--- src/rtl/core/idiv_pkg.sv ---
// Shared types and constants of the pipelined integer divider.
// Used by every module in rtl/core; depends on nothing else.
package idiv_pkg;

  localparam int unsigned DVD_W           = 32;
  localparam int unsigned DSR_W           = 16;
  localparam int unsigned STEPS_PER_STAGE = 4;
  localparam int unsigned DIV_STAGES      = DVD_W / STEPS_PER_STAGE;

  // Payload that travels down the divide stages.
  typedef struct packed {
    logic [DVD_W-1:0] dvd;     // dividend bits not yet consumed, quotient shifted in
    logic [DSR_W-1:0] rem;     // partial remainder, below the divisor unless the divisor is zero
    logic [DSR_W-1:0] dsr;     // divisor magnitude
    logic             size;    // 1 word, 0 byte
    logic             q_neg;
    logic             r_neg;
    logic             dz;      // divisor is zero
    logic [31:0]      dz_res;  // packed result for a zero divisor
  } idiv_stage_t;

endpackage

--- src/rtl/core/idiv_prep.sv ---
// Entry stage: sign handling, magnitudes and the zero divisor case.
// Depends on idiv_pkg.
module idiv_prep (
  input  logic                clk_i,
  input  logic                rst_ni,
  input  logic                valid_i,
  output logic                ready_o,
  input  logic                kind_i,
  input  logic                size_i,
  input  logic [31:0]         dividend_i,
  input  logic [15:0]         divisor_i,
  output logic                valid_o,
  input  logic                ready_i,
  output idiv_pkg::idiv_stage_t data_o
);
  import idiv_pkg::*;

  logic             valid_q;
  idiv_stage_t      data_q, data_d;
  logic [DVD_W-1:0] dfull;
  logic [DSR_W-1:0] sfull;
  logic             dneg, sneg;

  assign ready_o = !valid_q || ready_i;

  always_comb begin
    // Byte operands are sign or zero extended to the word width first.
    dfull = size_i ? dividend_i : {{16{kind_i & dividend_i[15]}}, dividend_i[15:0]};
    sfull = size_i ? divisor_i  : {{8{kind_i & divisor_i[7]}}, divisor_i[7:0]};
    dneg  = kind_i & dfull[DVD_W-1];
    sneg  = kind_i & sfull[DSR_W-1];
    data_d.dvd    = dneg ? (~dfull + 1'b1) : dfull;
    data_d.rem    = '0;
    data_d.dsr    = sneg ? (~sfull + 1'b1) : sfull;
    data_d.size   = size_i;
    data_d.q_neg  = dneg ^ sneg;
    data_d.r_neg  = dneg;
    data_d.dz     = (sfull == '0);
    data_d.dz_res = size_i ? {dividend_i[15:0], ~dividend_i[31:16]}
                           : {16'b0, dividend_i[7:0], ~dividend_i[15:8]};
  end

  always_ff @(posedge clk_i or negedge rst_ni) begin
    if (!rst_ni) begin
      valid_q <= 1'b0;
    end else if (ready_o) begin
      valid_q <= valid_i;
    end
  end

  always_ff @(posedge clk_i) begin
    if (valid_i && ready_o) begin
      data_q <= data_d;
    end
  end

  assign valid_o = valid_q;
  assign data_o  = data_q;

  a_zero_divisor: assert property (@(posedge clk_i) disable iff (!rst_ni)
    valid_i && ready_o && (size_i ? (divisor_i == '0) : (divisor_i[7:0] == '0))
    |=> valid_q && data_q.dz)
    else $error("zero divisor not marked at entry");

endmodule

--- src/rtl/core/idiv_step.sv ---
// One divide stage: several restoring steps on the magnitudes, then a register.
// Depends on idiv_pkg.
module idiv_step (
  input  logic                  clk_i,
  input  logic                  rst_ni,
  input  logic                  valid_i,
  output logic                  ready_o,
  input  idiv_pkg::idiv_stage_t data_i,
  output logic                  valid_o,
  input  logic                  ready_i,
  output idiv_pkg::idiv_stage_t data_o
);
  import idiv_pkg::*;

  logic        valid_q;
  idiv_stage_t data_q, data_d;

  assign ready_o = !valid_q || ready_i;

  always_comb begin
    logic [DSR_W:0] trial;
    logic           qbit;
    data_d = data_i;
    for (int unsigned k = 0; k < STEPS_PER_STAGE; k++) begin
      trial = {data_d.rem, data_d.dvd[DVD_W-1]};
      if (trial >= {1'b0, data_d.dsr}) begin
        data_d.rem = DSR_W'(trial - {1'b0, data_d.dsr});
        qbit       = 1'b1;
      end else begin
        data_d.rem = trial[DSR_W-1:0];
        qbit       = 1'b0;
      end
      data_d.dvd = {data_d.dvd[DVD_W-2:0], qbit};
    end
  end

  always_ff @(posedge clk_i or negedge rst_ni) begin
    if (!rst_ni) begin
      valid_q <= 1'b0;
    end else if (ready_o) begin
      valid_q <= valid_i;
    end
  end

  always_ff @(posedge clk_i) begin
    if (valid_i && ready_o) begin
      data_q <= data_d;
    end
  end

  assign valid_o = valid_q;
  assign data_o  = data_q;

  a_rem_bound: assert property (@(posedge clk_i) disable iff (!rst_ni)
    valid_q && !data_q.dz |-> data_q.rem < data_q.dsr)
    else $error("partial remainder not below divisor");

endmodule

--- src/rtl/core/idiv_fin.sv ---
// Final stage: restores signs, packs the result and drives the output register.
// Depends on idiv_pkg.
module idiv_fin (
  input  logic                  clk_i,
  input  logic                  rst_ni,
  input  logic                  valid_i,
  output logic                  ready_o,
  input  idiv_pkg::idiv_stage_t data_i,
  output logic                  valid_o,
  input  logic                  ready_i,
  output logic [31:0]           result_o,
  output logic                  overflow_o
);
  import idiv_pkg::*;

  logic        valid_q;
  logic [31:0] result_q, result_d;
  logic        ovf_q, ovf_d;
  logic [15:0] quo, rem;

  assign ready_o = !valid_q || ready_i;

  always_comb begin
    quo = data_i.q_neg ? (~data_i.dvd[15:0] + 1'b1) : data_i.dvd[15:0];
    rem = data_i.r_neg ? (~data_i.rem + 1'b1) : data_i.rem;
    if (data_i.dz) begin
      result_d = data_i.dz_res;
      ovf_d    = 1'b1;
    end else begin
      result_d = data_i.size ? {rem, quo} : {16'b0, rem[7:0], quo[7:0]};
      // A negative remainder has its upper bits set at double width.
      ovf_d    = data_i.r_neg && (data_i.rem != '0);
    end
  end

  always_ff @(posedge clk_i or negedge rst_ni) begin
    if (!rst_ni) begin
      valid_q <= 1'b0;
    end else if (ready_o) begin
      valid_q <= valid_i;
    end
  end

  always_ff @(posedge clk_i) begin
    if (valid_i && ready_o) begin
      result_q <= result_d;
      ovf_q    <= ovf_d;
    end
  end

  assign valid_o    = valid_q;
  assign result_o   = result_q;
  assign overflow_o = ovf_q;

  a_byte_upper: assert property (@(posedge clk_i) disable iff (!rst_ni)
    valid_i && ready_o && !data_i.size |=> result_q[31:16] == '0)
    else $error("byte result has upper bits set");

endmodule

--- src/rtl/core/integer_divider_with_flags.sv ---
// Top level of the pipelined 32 by 16 integer divider with overflow flag.
// Depends on idiv_pkg, idiv_prep, idiv_step and idiv_fin.
//
//   channel   direction  tdata                              tuser
//   s_axis    in         dividend[31:0], divisor[47:32]     kind[0], size[1]
//   m_axis    out        packed_result[31:0]                overflow
//
// One transfer per cycle unless the output stalls; the path is one entry stage,
// eight divide stages of four restoring steps each, and the output register.
// The restoring step chain inside each divide stage sets the clock period.
// Reset empties every stage. Each stage holds only while it is full and its
// successor cannot take its data, so a stall fills bubbles behind it.
module integer_divider_with_flags (
  input  logic        clk_i,
  input  logic        rst_ni,
  input  logic        s_axis_tvalid,
  output logic        s_axis_tready,
  input  logic [47:0] s_axis_tdata,   // dividend[31:0], divisor[47:32]
  input  logic [1:0]  s_axis_tuser,   // kind[0], size[1]
  output logic        m_axis_tvalid,
  input  logic        m_axis_tready,
  output logic [31:0] m_axis_tdata,   // packed_result[31:0]
  output logic        m_axis_tuser    // overflow
);
  import idiv_pkg::*;

  logic        valid_s [DIV_STAGES+1];
  logic        ready_s [DIV_STAGES+1];
  idiv_stage_t data_s  [DIV_STAGES+1];

  idiv_prep u_prep (
    .clk_i      (clk_i),
    .rst_ni     (rst_ni),
    .valid_i    (s_axis_tvalid),
    .ready_o    (s_axis_tready),
    .kind_i     (s_axis_tuser[0]),
    .size_i     (s_axis_tuser[1]),
    .dividend_i (s_axis_tdata[31:0]),
    .divisor_i  (s_axis_tdata[47:32]),
    .valid_o    (valid_s[0]),
    .ready_i    (ready_s[0]),
    .data_o     (data_s[0])
  );

  for (genvar g = 0; g < DIV_STAGES; g++) begin : g_step
    idiv_step u_step (
      .clk_i   (clk_i),
      .rst_ni  (rst_ni),
      .valid_i (valid_s[g]),
      .ready_o (ready_s[g]),
      .data_i  (data_s[g]),
      .valid_o (valid_s[g+1]),
      .ready_i (ready_s[g+1]),
      .data_o  (data_s[g+1])
    );
  end

  idiv_fin u_fin (
    .clk_i      (clk_i),
    .rst_ni     (rst_ni),
    .valid_i    (valid_s[DIV_STAGES]),
    .ready_o    (ready_s[DIV_STAGES]),
    .data_i     (data_s[DIV_STAGES]),
    .valid_o    (m_axis_tvalid),
    .ready_i    (m_axis_tready),
    .result_o   (m_axis_tdata),
    .overflow_o (m_axis_tuser)
  );

  // With the output register empty, every stage ahead of it can move.
  a_ready_when_drained: assert property (@(posedge clk_i) disable iff (!rst_ni)
    !m_axis_tvalid |-> s_axis_tready)
    else $error("input blocked while output stage is empty");

  a_full_pipe_holds: assert property (@(posedge clk_i) disable iff (!rst_ni)
    !s_axis_tready |-> m_axis_tvalid && !m_axis_tready)
    else $error("input blocked without an output stall");

endmodule

--- config.mk ---
export PLATFORM = sky130hd
export DESIGN_NAME = integer_divider_with_flags
export DESIGN_NICKNAME = d
export VERILOG_FILES = /design/src/rtl/core/idiv_pkg.sv /design/src/rtl/core/idiv_prep.sv /design/src/rtl/core/idiv_step.sv /design/src/rtl/core/idiv_fin.sv /design/src/rtl/core/integer_divider_with_flags.sv
export SDC_FILE = /design/constraint.sdc
export NUM_CORES = 2
export LEC_CHECK = 0
export BUFFER_PORTS_ARGS = -buffer_cell sky130_fd_sc_hd__buf_2
export CAP_MARGIN = 20
export CELL_PAD_IN_SITES_DETAIL_PLACEMENT = 1
export CELL_PAD_IN_SITES_GLOBAL_PLACEMENT = 2
export CORE_MARGIN = 3
export CORE_UTILIZATION = 44
export DETAILED_ROUTE_END_ITERATION = 10
export PLACE_DENSITY = 0.87
export SYNTH_ARGS = -nofsm -noshare
export SYNTH_HDL_FRONTEND = slang
export SYNTH_SLANG_ARGS = --single-unit
export TNS_END_PERCENT = 30
--- constraint.sdc ---
create_clock -name clk_i -period 15.9 [get_ports clk_i]
set_clock_uncertainty 0.2 [all_clocks]
set_input_delay 0.795 -clock clk_i [delete_from_list [all_inputs] [get_ports clk_i]]
set_output_delay 0.795 -clock clk_i [all_outputs]
set_load 0.02 [all_outputs]
==> results by group <==
STA
  • Final Max Tran Viols: 0
  • Sum of negative setup slack: 0 ns
  • Crit share post-route: 86.6%
  • Final setup fails: 0
  • Slew HR: 29.6%
  • Worst-Margin Slew: 1.05 ns
  • Post-layout worst setup margin: 2.14 ns
  • Fmax: 0.0727 GHz
  • Final Hold Viols: 0
  • RSZ-0062 raised after global routing: false
  • Tmin final: 13.76 ns

Synth
  • Top cells by count, synth: edfxtp_1 (797), ha_1 (502), a21oi_1 (393)
  • Flops & latches, synth: 807
  • Synthesized Nets: 5,730
  • Synth warn: 0
  • Count leader, synth: edfxtp_1
  • Area fraction of the dominant cell type after synthesis: 43.7%
  • Unique masters post-synth: 90
  • Area leader, netlist: edfxtp_1
  • Primary FF master, synth: edfxtp_1
  • Asr flop ratio synth: 1.24%
  • Syn Inst Count: 5,143
  • Post-synth EDFFs: 797
  • Avg Inst Size Synth: 10.6 um^2
  • Sequential area share after synthesis: 44.2%
  • Syn Std Cell Area: 0.0547 mm^2
  • Synth area leaders: edfxtp_1 (44%), ha_1 (11%), mux2_2 (5.1%)

CTS
  • CTS buffer count: 89
  • Post_cts resized: 0
  • Skew-Pair Late Insertion Delay: 0.69 ns
  • TritonCTS clock tree: yes
  • Clock tree buffer depth: 3
  • Clock root buffer: clkbuf_16
  • Clock slew at reported path FFs: 0.06 ns
  • Clock Sinks: 807
  • H-tree depth: 3

GRT
  • Global route total overflow: 0
  • Antenna violations before repair: 4
  • Total track usage: 24.6%
  • Global-route wire length before repair: 247 mm
  • Vias in the first global route: 42,200
  • Largest net degree at the start of global routing: 85

Die
  • Chip Width: 359 um
  • Num rows: 128
  • Die Y: 359 um
  • Initial Util: 44.6%
  • Num ports: 89
  • Die Area: 0.129 mm^2
  • Core Region: 0.123 mm^2

Drt
  • Wl on met1: 73.3 mm
  • Vias per cell: 5.84
  • Drt wl/cell: 23.1 um
  • DRC: 0
  • Top sig layer: met5
  • DRT antenna net count: 0
  • Met2 WL: 77.0 mm
  • WL final: 161 mm
  • Vias: 40,700
  • DRT Pass-1 Iters: 5
  • Initial DRC Count: 2,572
  • Routed met3 length: 6.21 mm

Hold path
  • Hold Path Depth: 1
  • Tightest Hold Check Type: input port to flip-flop

Cells and area
  • Post-layout nets: 5,857
  • # diodes: 0
  • Syn-to-layout area delta: 10.0%
  • Layout cells sized above 1: 11.1%

Worst setup path
  • Crit path max fanout: 21
  • Worst Path Arrival: 13.94 ns
  • CP Data Required Time: 16.08 ns
  • Setup Crit Path Kind: flip-flop to flip-flop
  • CP max stage cell: o41ai_1
  • Setup crit end kind: flip-flop
  • Family with the most delay on the worst path: compound AO/OA/AOI/OAI gates
  • Buffers & Inverters on Critical Path: 8
  • Stages on the worst setup path: 46
  • CP peak stage delay: 0.71 ns
  • Cells on worst reg2reg path: 46
  • Crit path launch type: flip-flop

Place
  • Placer Congestion: 0.902
  • Worst slack, placed: 2.51 ns
  • DP HPWL: 126 mm
  • Port Buffers: 88

Run
  • Max-cap violations: 0

Outcome
  • Status: complete, no violations
-- worst reg2reg max path, delay by kind of cell, from the launching register on --
family | cells | cell delay, ns
AO/OA/AOI/OAI | 24 | 7.40
adder cells (fa/ha/maj) | 4 | 1.35
buffers and inverters | 8 | 2.11
flip-flops | 1 | 0.53
multiplexers | 2 | 0.57
AND/OR/NAND/NOR | 8 | 1.35
-- logic make-up after synthesis --
logic type                 synth area share [%]
AOI/OAI and AO/OA                          15.6
xor gates and xnor gates                   6.72
adders and majority gates                  12.6
buffers and inverters                      3.06
DFF                                        44.2
muxes                                      6.45
and+or+nand+nor                            11.4
-- through the flow --
stage          cells  utilization [%]  hold slack, ns  instance area (um^2)
6_report        6971             49.1           0.177                 60200
5_1_grt         6971             49.1           0.140                 60200
4_1_cts         6967             49.0           0.130                 60100
3_5_place_dp    6799             46.6           0.205                 57200
3_3_place_gp    6799             46.6           0.200                 57200
2_1_floorplan   5143                -           0.200                 54700
-- path summary, 6_finish.rpt --
path                                              from                           to  slack [ns]
max in group asynchronous                       rst_ni     g_step[2].u_step.valid_o       14.92
max reg2reg                g_step[5].u_step.data_o[37]  g_step[6].u_step.data_o[57]        2.14
min reg2reg                g_step[6].u_step.data_o[69]  g_step[7].u_step.data_o[73]        0.18
max                        g_step[5].u_step.data_o[37]  g_step[6].u_step.data_o[57]        2.14
min in group asynchronous                       rst_ni     g_step[5].u_step.valid_o        0.38
min                                   s_axis_tdata[32]            u_prep.data_o[36]        0.18
-- cells in the final DEF, fill, tap and decap left out, types with 22 or more instances in the layout --
master       n
nor3_1      87
clkbuf_16   89
ha_1       502
o211ai_1    24
buf_4       32
a21boi_0    30
nor4_1      27
or3_1       42
or2_2       22
xor2_1     159
nand4_1     81
edfxtp_1   797
nor2b_1     75
o31ai_1     37
mux2i_1     57
a31oi_1     31
nor2_1     334
fa_1        31
and2_1      30
o21bai_1    39
o31a_1      23
xnor2_1    261
o21ai_0    334
buf_2       88
mux2_2     248
a21o_1     135
a211oi_1    36
nand3_1     86
and3_1      23
a21oi_1    392
o21a_1      82
inv_1      342
nand2_1    344
nand2b_1    83
clkinv_2    22
-- what timing repair did --
item | in CTS | in global routing
setup buffers | 0 | 0
hold buffers | 1 | 0
endpoints found under the hold margin | 10 | 0
-- area by class of cell --
type	count	area [um^2]
multi-input cells	3898	29000
well taps	1625	2030
fillers	13500	62500
inverters	349	1310
clock buffers	100	2280
repair buffers	125	762
flip-flops and latches	807	24200
clock inverters	67	667
-- routing by layer --
metal  vias to the layer above  GRT usage, %
met2                       820          41.7
li1                      19500             -
met1                     20200          33.5
met4                         2          6.90
met3                       233          2.51
met5                         -             0
-- flip-flops by register name, summed over array words and instances, names as in the netlist --
signal,cells
g_step.u_step.valid_o,8
u_prep.valid_o,1
g_step.u_step.data_o,680
u_prep.data_o,84
u_fin.result_o,32
u_fin.overflow_o,1
u_fin.valid_o,1
Power is not shown: default switching activity piles up to over one toggle a cycle in this logic, so the estimate is an artifact.
